**src/rtl/trs_pkg.sv**
```systemverilog
package trs_pkg;

  localparam int unsigned MaxTasks = 16;
  localparam int unsigned IdW      = $clog2(MaxTasks);
  localparam int unsigned CntW     = $clog2(MaxTasks + 1);

  // fixed field widths
  localparam int unsigned CmdW  = 3;
  localparam int unsigned StsW  = 3;
  localparam int unsigned CfgW  = 5;
  localparam int unsigned InDW  = 8;
  localparam int unsigned OutDW = 16;

  typedef enum logic [CmdW-1:0] {
    CmdStart  = 3'd0,
    CmdCreate = 3'd1,
    CmdKill   = 3'd2,
    CmdSwitch = 3'd3,
    CmdFinish = 3'd4,
    CmdStop   = 3'd5
  } cmd_e;

  typedef enum logic [StsW-1:0] {
    StsOk      = 3'd0,
    StsNotRun  = 3'd1,
    StsFull    = 3'd2,
    StsRefused = 3'd3,
    StsStopped = 3'd4
  } status_e;

  // one request to the link tables per cycle
  typedef struct packed {
    logic           rd_en;
    logic [IdW-1:0] rd_addr;
    logic           next_we;
    logic [IdW-1:0] next_addr;
    logic [IdW-1:0] next_data;
    logic           prev_we;
    logic [IdW-1:0] prev_addr;
    logic [IdW-1:0] prev_data;
  } link_req_t;

endpackage

```
**src/rtl/trs_link_mem.sv**
```systemverilog
module trs_link_mem (
  input  logic                       clk_i,
  input  trs_pkg::link_req_t         req_i,
  output logic [trs_pkg::IdW-1:0]    next_o,
  output logic [trs_pkg::IdW-1:0]    prev_o
);

  logic [trs_pkg::IdW-1:0] next_mem [trs_pkg::MaxTasks];
  logic [trs_pkg::IdW-1:0] prev_mem [trs_pkg::MaxTasks];
  logic [trs_pkg::IdW-1:0] next_q;
  logic [trs_pkg::IdW-1:0] prev_q;

  always_ff @(posedge clk_i) begin
    if (req_i.next_we) begin
      next_mem[req_i.next_addr] <= req_i.next_data;
    end
    if (req_i.prev_we) begin
      prev_mem[req_i.prev_addr] <= req_i.prev_data;
    end
  end

  // registered read, held while no read is requested
  always_ff @(posedge clk_i) begin
    if (req_i.rd_en) begin
      next_q <= next_mem[req_i.rd_addr];
      prev_q <= prev_mem[req_i.rd_addr];
    end
  end

  assign next_o = next_q;
  assign prev_o = prev_q;

endmodule

```
**src/rtl/task_ring_scheduler.sv**
```systemverilog
// channel   dir  width  contents (lsb first)
// s_axis    in   8      command[2:0], task_id[6:3], zero pad
// m_axis    out  16     status[2:0], new_id[6:3], current_id[10:7], task_total[15:11]
// cfg       in   5      slots_in_use
//
// One command at a time; s_axis_tready is high only while the sequencer idles.
// Steps from accept to result: start/stop/not running go from exec to resp; switch reads
// the links and advances; kill checks, reads and unlinks (refused goes to resp); finish
// advances, then retires the old task (main task stops at once); create scans for a free slot.
// A result waiting on m_axis does not block the next accept; the block stalls
// only at its final step until the output frees. Reset clears the slot valid bits.
module task_ring_scheduler (
  input  logic                          clk_i,
  input  logic                          rst_ni,
  // slave stream: command[2:0], task_id[6:3]
  input  logic                          s_axis_tvalid,
  output logic                          s_axis_tready,
  input  logic [trs_pkg::InDW-1:0]      s_axis_tdata,
  // master stream: status, new_id, current_id, task_total
  output logic                          m_axis_tvalid,
  input  logic                          m_axis_tready,
  output logic [trs_pkg::OutDW-1:0]     m_axis_tdata,
  // config write: slots_in_use
  input  logic                          cfg_valid_i,
  output logic                          cfg_ready_o,
  input  logic [trs_pkg::CfgW-1:0]      cfg_data_i
);

  typedef enum logic [10:0] {
    StIdle    = 11'b000_0000_0001,
    StExec    = 11'b000_0000_0010,
    StScan    = 11'b000_0000_0100,
    StRdLink  = 11'b000_0000_1000,
    StCrW1    = 11'b000_0001_0000,
    StCrW2    = 11'b000_0010_0000,
    StAdvance = 11'b000_0100_0000,
    StKillChk = 11'b000_1000_0000,
    StRdKill  = 11'b001_0000_0000,
    StKillWr  = 11'b010_0000_0000,
    StResp    = 11'b100_0000_0000
  } state_e;

  state_e                         state_q, state_d;
  trs_pkg::cmd_e                  cmd_q, cmd_d;
  logic [trs_pkg::IdW-1:0]        tgt_q, tgt_d;
  logic [trs_pkg::CntW-1:0]       scan_q, scan_d;
  logic [trs_pkg::MaxTasks-1:0]   active_q, active_d;
  logic [trs_pkg::IdW-1:0]        cur_q, cur_d;
  logic [trs_pkg::CntW-1:0]       total_q, total_d;
  logic                           running_q, running_d;
  trs_pkg::status_e               status_q, status_d;
  logic [trs_pkg::IdW-1:0]        new_id_q, new_id_d;
  logic [trs_pkg::CfgW-1:0]       slots_q;
  logic                           m_valid_q;
  logic [trs_pkg::OutDW-1:0]      m_data_q;

  logic [trs_pkg::CntW-1:0]       n_eff;
  logic                           out_free;
  logic                           kill_bad;
  trs_pkg::link_req_t             lreq;
  logic [trs_pkg::IdW-1:0]        next_rd;
  logic [trs_pkg::IdW-1:0]        prev_rd;

  // effective table size, clamped to 1..MaxTasks
  always_comb begin
    if (slots_q == '0) begin
      n_eff = trs_pkg::CntW'(1);
    end else if (trs_pkg::CntW'(slots_q) > trs_pkg::CntW'(trs_pkg::MaxTasks)) begin
      n_eff = trs_pkg::CntW'(trs_pkg::MaxTasks);
    end else begin
      n_eff = trs_pkg::CntW'(slots_q);
    end
  end

  assign out_free = !m_valid_q || m_axis_tready;

  assign kill_bad = (tgt_q == '0) || (trs_pkg::CntW'(tgt_q) >= n_eff) ||
                    (tgt_q == cur_q) || !active_q[tgt_q];

  trs_link_mem u_links (
    .clk_i  (clk_i),
    .req_i  (lreq),
    .next_o (next_rd),
    .prev_o (prev_rd)
  );

  always_comb begin
    state_d   = state_q;
    cmd_d     = cmd_q;
    tgt_d     = tgt_q;
    scan_d    = scan_q;
    active_d  = active_q;
    cur_d     = cur_q;
    total_d   = total_q;
    running_d = running_q;
    status_d  = status_q;
    new_id_d  = new_id_q;
    lreq      = '0;
    lreq.rd_addr = (state_q == StRdKill) ? tgt_q : cur_q;
    lreq.rd_en   = (state_q == StRdKill) || (state_q == StRdLink);

    case (state_q)
      StIdle: begin
        if (s_axis_tvalid) begin
          cmd_d   = trs_pkg::cmd_e'(s_axis_tdata[trs_pkg::CmdW-1:0]);
          tgt_d   = s_axis_tdata[trs_pkg::CmdW +: trs_pkg::IdW];
          state_d = StExec;
        end
      end
      StExec: begin
        status_d = trs_pkg::StsOk;
        new_id_d = '0;
        state_d  = StResp;
        if (cmd_q == trs_pkg::CmdStart) begin
          active_d       = trs_pkg::MaxTasks'(1);
          cur_d          = '0;
          total_d        = trs_pkg::CntW'(1);
          running_d      = 1'b1;
          lreq.next_we   = 1'b1;
          lreq.prev_we   = 1'b1;
        end else if (!running_q) begin
          status_d = trs_pkg::StsNotRun;
        end else begin
          case (cmd_q)
            trs_pkg::CmdCreate: begin
              scan_d  = trs_pkg::CntW'(1);
              state_d = StScan;
            end
            trs_pkg::CmdKill: begin
              state_d = StKillChk;
            end
            trs_pkg::CmdSwitch: begin
              state_d = StRdLink;
            end
            trs_pkg::CmdFinish: begin
              if (cur_q == '0) begin
                active_d  = '0;
                total_d   = '0;
                running_d = 1'b0;
                status_d  = trs_pkg::StsStopped;
              end else begin
                tgt_d   = cur_q;
                state_d = StRdLink;
              end
            end
            trs_pkg::CmdStop: begin
              active_d  = '0;
              cur_d     = '0;
              total_d   = '0;
              running_d = 1'b0;
              status_d  = trs_pkg::StsStopped;
            end
            default: begin
              status_d = trs_pkg::StsRefused;
            end
          endcase
        end
      end
      // one slot per cycle: lowest free slot from 1 upward
      StScan: begin
        if (scan_q >= n_eff) begin
          status_d = trs_pkg::StsFull;
          state_d  = StResp;
        end else if (active_q[scan_q[trs_pkg::IdW-1:0]]) begin
          scan_d = scan_q + trs_pkg::CntW'(1);
        end else begin
          state_d = StRdLink;
        end
      end
      StRdLink: begin
        state_d = (cmd_q == trs_pkg::CmdCreate) ? StCrW1 : StAdvance;
      end
      // new slot points at current and its old predecessor
      StCrW1: begin
        lreq.next_we   = 1'b1;
        lreq.next_addr = scan_q[trs_pkg::IdW-1:0];
        lreq.next_data = cur_q;
        lreq.prev_we   = 1'b1;
        lreq.prev_addr = scan_q[trs_pkg::IdW-1:0];
        lreq.prev_data = prev_rd;
        state_d        = StCrW2;
      end
      StCrW2: begin
        lreq.next_we   = 1'b1;
        lreq.next_addr = prev_rd;
        lreq.next_data = scan_q[trs_pkg::IdW-1:0];
        lreq.prev_we   = 1'b1;
        lreq.prev_addr = cur_q;
        lreq.prev_data = scan_q[trs_pkg::IdW-1:0];
        active_d[scan_q[trs_pkg::IdW-1:0]] = 1'b1;
        total_d  = total_q + trs_pkg::CntW'(1);
        new_id_d = scan_q[trs_pkg::IdW-1:0];
        state_d  = StResp;
      end
      StAdvance: begin
        cur_d   = next_rd;
        state_d = (cmd_q == trs_pkg::CmdFinish) ? StKillChk : StResp;
      end
      StKillChk: begin
        if (kill_bad) begin
          if (cmd_q == trs_pkg::CmdKill) begin
            status_d = trs_pkg::StsRefused;
          end
          state_d = StResp;
        end else begin
          state_d = StRdKill;
        end
      end
      StRdKill: begin
        state_d = StKillWr;
      end
      // unlink: prev -> next and next -> prev
      StKillWr: begin
        lreq.next_we   = 1'b1;
        lreq.next_addr = prev_rd;
        lreq.next_data = next_rd;
        lreq.prev_we   = 1'b1;
        lreq.prev_addr = next_rd;
        lreq.prev_data = prev_rd;
        active_d[tgt_q] = 1'b0;
        total_d  = total_q - trs_pkg::CntW'(1);
        state_d  = StResp;
      end
      StResp: begin
        if (out_free) begin
          state_d = StIdle;
        end
      end
      default: begin
        state_d = StIdle;
      end
    endcase
  end

  always_ff @(posedge clk_i or negedge rst_ni) begin
    if (!rst_ni) begin
      state_q   <= StIdle;
      active_q  <= '0;
      cur_q     <= '0;
      total_q   <= '0;
      running_q <= 1'b0;
      slots_q   <= trs_pkg::CfgW'(trs_pkg::MaxTasks);
      m_valid_q <= 1'b0;
    end else begin
      state_q   <= state_d;
      active_q  <= active_d;
      cur_q     <= cur_d;
      total_q   <= total_d;
      running_q <= running_d;
      if (cfg_valid_i) begin
        slots_q <= cfg_data_i;
      end
      if (state_q == StResp && out_free) begin
        m_valid_q <= 1'b1;
      end else if (m_axis_tready) begin
        m_valid_q <= 1'b0;
      end
    end
  end

  always_ff @(posedge clk_i) begin
    cmd_q    <= cmd_d;
    tgt_q    <= tgt_d;
    scan_q   <= scan_d;
    status_q <= status_d;
    new_id_q <= new_id_d;
    if (state_q == StResp && out_free) begin
      m_data_q <= {total_q, (running_q ? cur_q : trs_pkg::IdW'(0)), new_id_q, status_q};
    end
  end

  assign s_axis_tready = (state_q == StIdle);
  assign m_axis_tvalid = m_valid_q;
  assign m_axis_tdata  = m_data_q;
  assign cfg_ready_o   = 1'b1;

  // task count tracks the valid bits
  a_total_matches : assert property (@(posedge clk_i) disable iff (!rst_ni)
    $countones(active_q) == int'(total_q))
    else $error("task total out of step with slot valid bits");

  // main task is in the ring whenever running
  a_main_active : assert property (@(posedge clk_i) disable iff (!rst_ni)
    running_q |-> active_q[0])
    else $error("running without main task");

  // stopped scheduler holds no slots
  a_stopped_empty : assert property (@(posedge clk_i) disable iff (!rst_ni)
    !running_q |-> (active_q == '0 && total_q == '0))
    else $error("slots left active while stopped");

  // one command at a time
  a_busy_after_accept : assert property (@(posedge clk_i) disable iff (!rst_ni)
    (s_axis_tvalid && s_axis_tready) |=> !s_axis_tready)
    else $error("accepted a beat while busy");

endmodule
```
**config.mk**
```make
export PLATFORM = sky130hd
export DESIGN_NAME = task_ring_scheduler
export DESIGN_NICKNAME = d
export VERILOG_FILES = /design/src/rtl/trs_pkg.sv /design/src/rtl/trs_link_mem.sv /design/src/rtl/task_ring_scheduler.sv
export SDC_FILE = /design/constraint.sdc
export NUM_CORES = 1
export LEC_CHECK = 0
export BUFFER_PORTS_ARGS = -buffer_cell sky130_fd_sc_hd__buf_2
export CAP_MARGIN = 20
export CORE_MARGIN = 3
export CORE_UTILIZATION = 55
export CTS_BUF_LIST = sky130_fd_sc_hd__clkbuf_16
export CTS_CLUSTER_SIZE = 20
export DETAILED_ROUTE_END_ITERATION = 10
export PLACE_DENSITY = 0.78
export SYNTH_ARGS = -nofsm -noshare
export SYNTH_HDL_FRONTEND = slang
export SYNTH_SLANG_ARGS = --single-unit
```
**constraint.sdc**
```tcl
create_clock -name clk_i -period 4.43 [get_ports clk_i]
set_clock_uncertainty 0.2 [all_clocks]
set_input_delay 0.2215 -clock clk_i [delete_from_list [all_inputs] [get_ports clk_i]]
set_output_delay 0.2215 -clock clk_i [all_outputs]
set_load 0.02 [all_outputs]
```
==> metrics.yaml <==
run_status:
  status: "finished clean"
grt:
  antenna_found_initial: 0
  grt_pass1_wl_um: 36900
  grt_use_total: 0.236
  grt_pass1_vias: 6755
  grt_start_max_net_pins: 44
  grt_overflow: 0
sta:
  finalCritPeriodShare: 0.802
  tightestPinTransition_ns: 0.881
  relSlewSlack: 0.407
  period_minus_slack_ns: 3.55
  timing_hold_violations_final: 0
  rsz0062_at_grt: "false"
  max_freq_mhz: 282
  slew_viol_final: 0
  setup_viol: 0
  tns_ns: 0
power_and_ir_drop:
  p_seq_frac: 0.469
  p_leak_nw: 4.08
  p_comb_frac: 0.139
  switching_power_mw: 1.32
  clkPwrFrac: 0.393
  power_density_nw_per_um2: 453
  swShare: 0.258
  ir_worst_vdd_v: 0.000338
  intPower_mw: 3.80
cts:
  cts_setup_buffers: 0
  root_buffer: "clkbuf_16"
  holdBufCountCts: 21
  insertion_delay_ns: 0.52
  clkSlewWorstSetupHoldPaths_ns: 0.06
  cts-buffers-inserted: 22
  cts_sinks: 214
  clock_tree.buffer_depth: 3
  htreeDepth: 1
  cts_tree: "yes"
  post_cts_resize_count: 0
worst_setup_path:
  worstPathBufferInverterCount: 0
  cp-start-kind: "flip-flop"
  cp.arrival_ns: 3.48
  cp_top_family: "compound AO/OA/AOI/OAI gates"
  reg2reg_slack_ns: 0.88
  reg2regPathDepth: 11
  crit_top_cell: "a21o_1"
  rr_startpoint: "slots_q[1]$_DFFE_PN0P_"
  max_stage_delay_ns: 0.70
  crit_slowest_cell: "a211oi_1"
  cp_max_fo: 5
  crit_required_ns: 4.36
  worstSetupPathType: "flip-flop to flip-flop"
  path_cells: "nor3_1 > nor2_1 > nor2_1 > ha_1 > nand2b_1 > a21o_1 > a21o_1 > a21o_1 > a21oi_1 > a21oi_1 > a211oi_1"
  reg2reg_to: "scan_q[0]$_SDFFCE_PN1P_"
  end_kind: "flip-flop"
die:
  die_area_um2: 19700
  ioPinCount: 37
  fp.dieW_um: 140
  num_rows: 48
  coreArea_um2: 17500
  start_util: 0.567
  die_y_um: 140
min_path:
  worstHoldStart: "status_q[0]$_DFFE_PP_"
  hold_path_depth: 0
  hp-class: "flip-flop to flip-flop"
  whs_endpoint: "m_axis_tdata[0]$_DFFE_PP_"
placed_design:
  hpwl_um: 15400
  placed_cell_area_um2: 10300
  gp_congestion: 0.922
  numPortBuffers: 34
cells_and_area:
  fin_nets: 908
  drive_gt1_frac: 0.145
  syn_to_final_growth_pct: 14.1
  num_antenna_cells: 0
  final_area_um2: 11300
synth:
  syn_nets: 857
  synth-seq-cells: 214
  synthCells: 822
  synth-main-ff-cell: "edfxtp_1"
  synth.avg_cell_area_um2: 12.1
  synth.distinct_cells: 68
  synth_edf_count: 171
  yosys_warnings: 0
  ys_seq_area_frac: 0.627
  ys_async_sr_fraction: 0.201
  syn-cell-area_um2: 9910
route:
  dr_total_vias: 6949
  drt_iter0_drc: 735
  drt_wl_total_um: 23000
  wl_per_cell_um: 20.7
  antenna_left: 0
  drt_pass1_iterations: 5
  vias_per_cell: 6.24
  drc: 0
run:
  maxCapViolCount: 0
-- worst max-delay path by stage --
stage | start | end | slack [ns] | cells past startpoint
floorplan | state_q[3]$_DFFE_PN0P_ | total_q[4]$_DFFE_PN0P_ | 1.22 | 11
global route | state_q[3]$_DFFE_PN0P_ | u_links.next_o[2]$_DFFE_PP_ | 0.74 | 8
finish | slots_q[1]$_DFFE_PN0P_ | scan_q[0]$_SDFFCE_PN1P_ | 0.88 | 11
detailed placement | state_q[7]$_DFFE_PN0P_ | u_links.next_o[2]$_DFFE_PP_ | 0.92 | 8
CTS | state_q[7]$_DFFE_PN0P_ | u_links.next_o[2]$_DFFE_PP_ | 0.91 | 8
global placement | state_q[7]$_DFFE_PN0P_ | u_links.next_o[2]$_DFFE_PP_ | 1.01 | 8
-- cell families after synthesis --
logic type,synth area share
muxes,0.0437
xor gates and xnor gates,0.00884
other,0.000378
and+or+nand+nor,0.163
DFF,0.627
adders and majority gates,0.0222
buffers and inverters,0.0268
AOI/OAI and AO/OA,0.108
-- through the flow --
step / setup WS [ns] / instances / util / total power, mW / hold slack (ns)
floorplan: 1.22 / 822 / - / 2.90 / -0.274
global placement: 1.01 / 1051 / 0.588 / 3.10 / 0.201
detailed placement: 0.924 / 1051 / 0.588 / 3.12 / 0.203
CTS: 0.910 / 1112 / 0.645 / 5.13 / 0.214
global route: 0.737 / 1114 / 0.647 / 5.32 / 0.223
finish: 0.879 / 1114 / 0.647 / 5.12 / 0.219
-- flip-flops by register name, indices dropped and copies added (netlist names), 4 cells and up --
register	cells
state_q	11
cur_q	4
total_q	5
u_links.prev_mem	64
slots_q	5
u_links.next_o	4
active_q	16
u_links.prev_o	4
new_id_q	4
scan_q	5
u_links.next_mem	64
m_axis_tdata	16
tgt_q	4
-- synth_stat cells, drive strengths merged (10+ instances only) --
| cell type | count | area share |
|---|---|---|
| edfxtp | 171 | 0.52 |
| nand2 | 147 | 0.056 |
| nor2 | 69 | 0.027 |
| dfrtp | 41 | 0.10 |
| nand3 | 37 | 0.019 |
| o21ai | 34 | 0.017 |
| clkbuf | 30 | 0.012 |
| a21oi | 19 | 0.0096 |
| ha | 16 | 0.020 |
| nand4 | 16 | 0.010 |
| a22o | 15 | 0.013 |
| buf | 15 | 0.010 |
| and2 | 14 | 0.0088 |
| inv | 13 | 0.0049 |
| nand2b | 12 | 0.0076 |
| a21o | 11 | 0.0083 |
| mux2 | 11 | 0.013 |
| nor3 | 11 | 0.0056 |
| mux4 | 10 | 0.023 |
-- per-layer routing --
metal  global-route usage  wire length (µm)  vias up
met3               0.0509              2130       53
met2                0.366             10900      376
met1                0.338              9420     3355
met4               0.0750               575        0
li1                     -                 -     3165
met5                    0                 0        -
-- cell type report --
class	count	area, µm²
sequential	214	6210
fill	1266	6170
multi-input combinational	550	3440
clock buffer	22	551
timing repair buffer	72	523
tap	225	282
clock inverter	18	243
inverter	13	48.8
-- cells in the final DEF (no fill, tap or decap), types with 10 or more instances in the layout --
cell	instances
a21o_1	11
a21oi_1	19
a22o_1	15
and2_1	14
buf_2	34
buf_4	15
clkbuf_16	22
dfrtp_1	41
dlygate4sd3_1	22
edfxtp_1	171
ha_1	16
inv_1	19
mux4_2	10
nand2_1	147
nand2b_1	12
nand3_1	37
nand4_1	16
nor2_1	68
nor3_1	11
o21ai_0	34
-- power by group through the flow --
stage | Combinational, mW | Clock, mW | Sequential, mW
CTS | 0.704 | 2.03 | 2.40
global placement | 0.667 | 0 | 2.43
floorplan | 0.542 | 0 | 2.36
finish | 0.712 | 2.01 | 2.40
detailed placement | 0.682 | 0 | 2.44
global route | 0.788 | 2.12 | 2.41
Note: power is estimated with default switching activity, not from simulation.
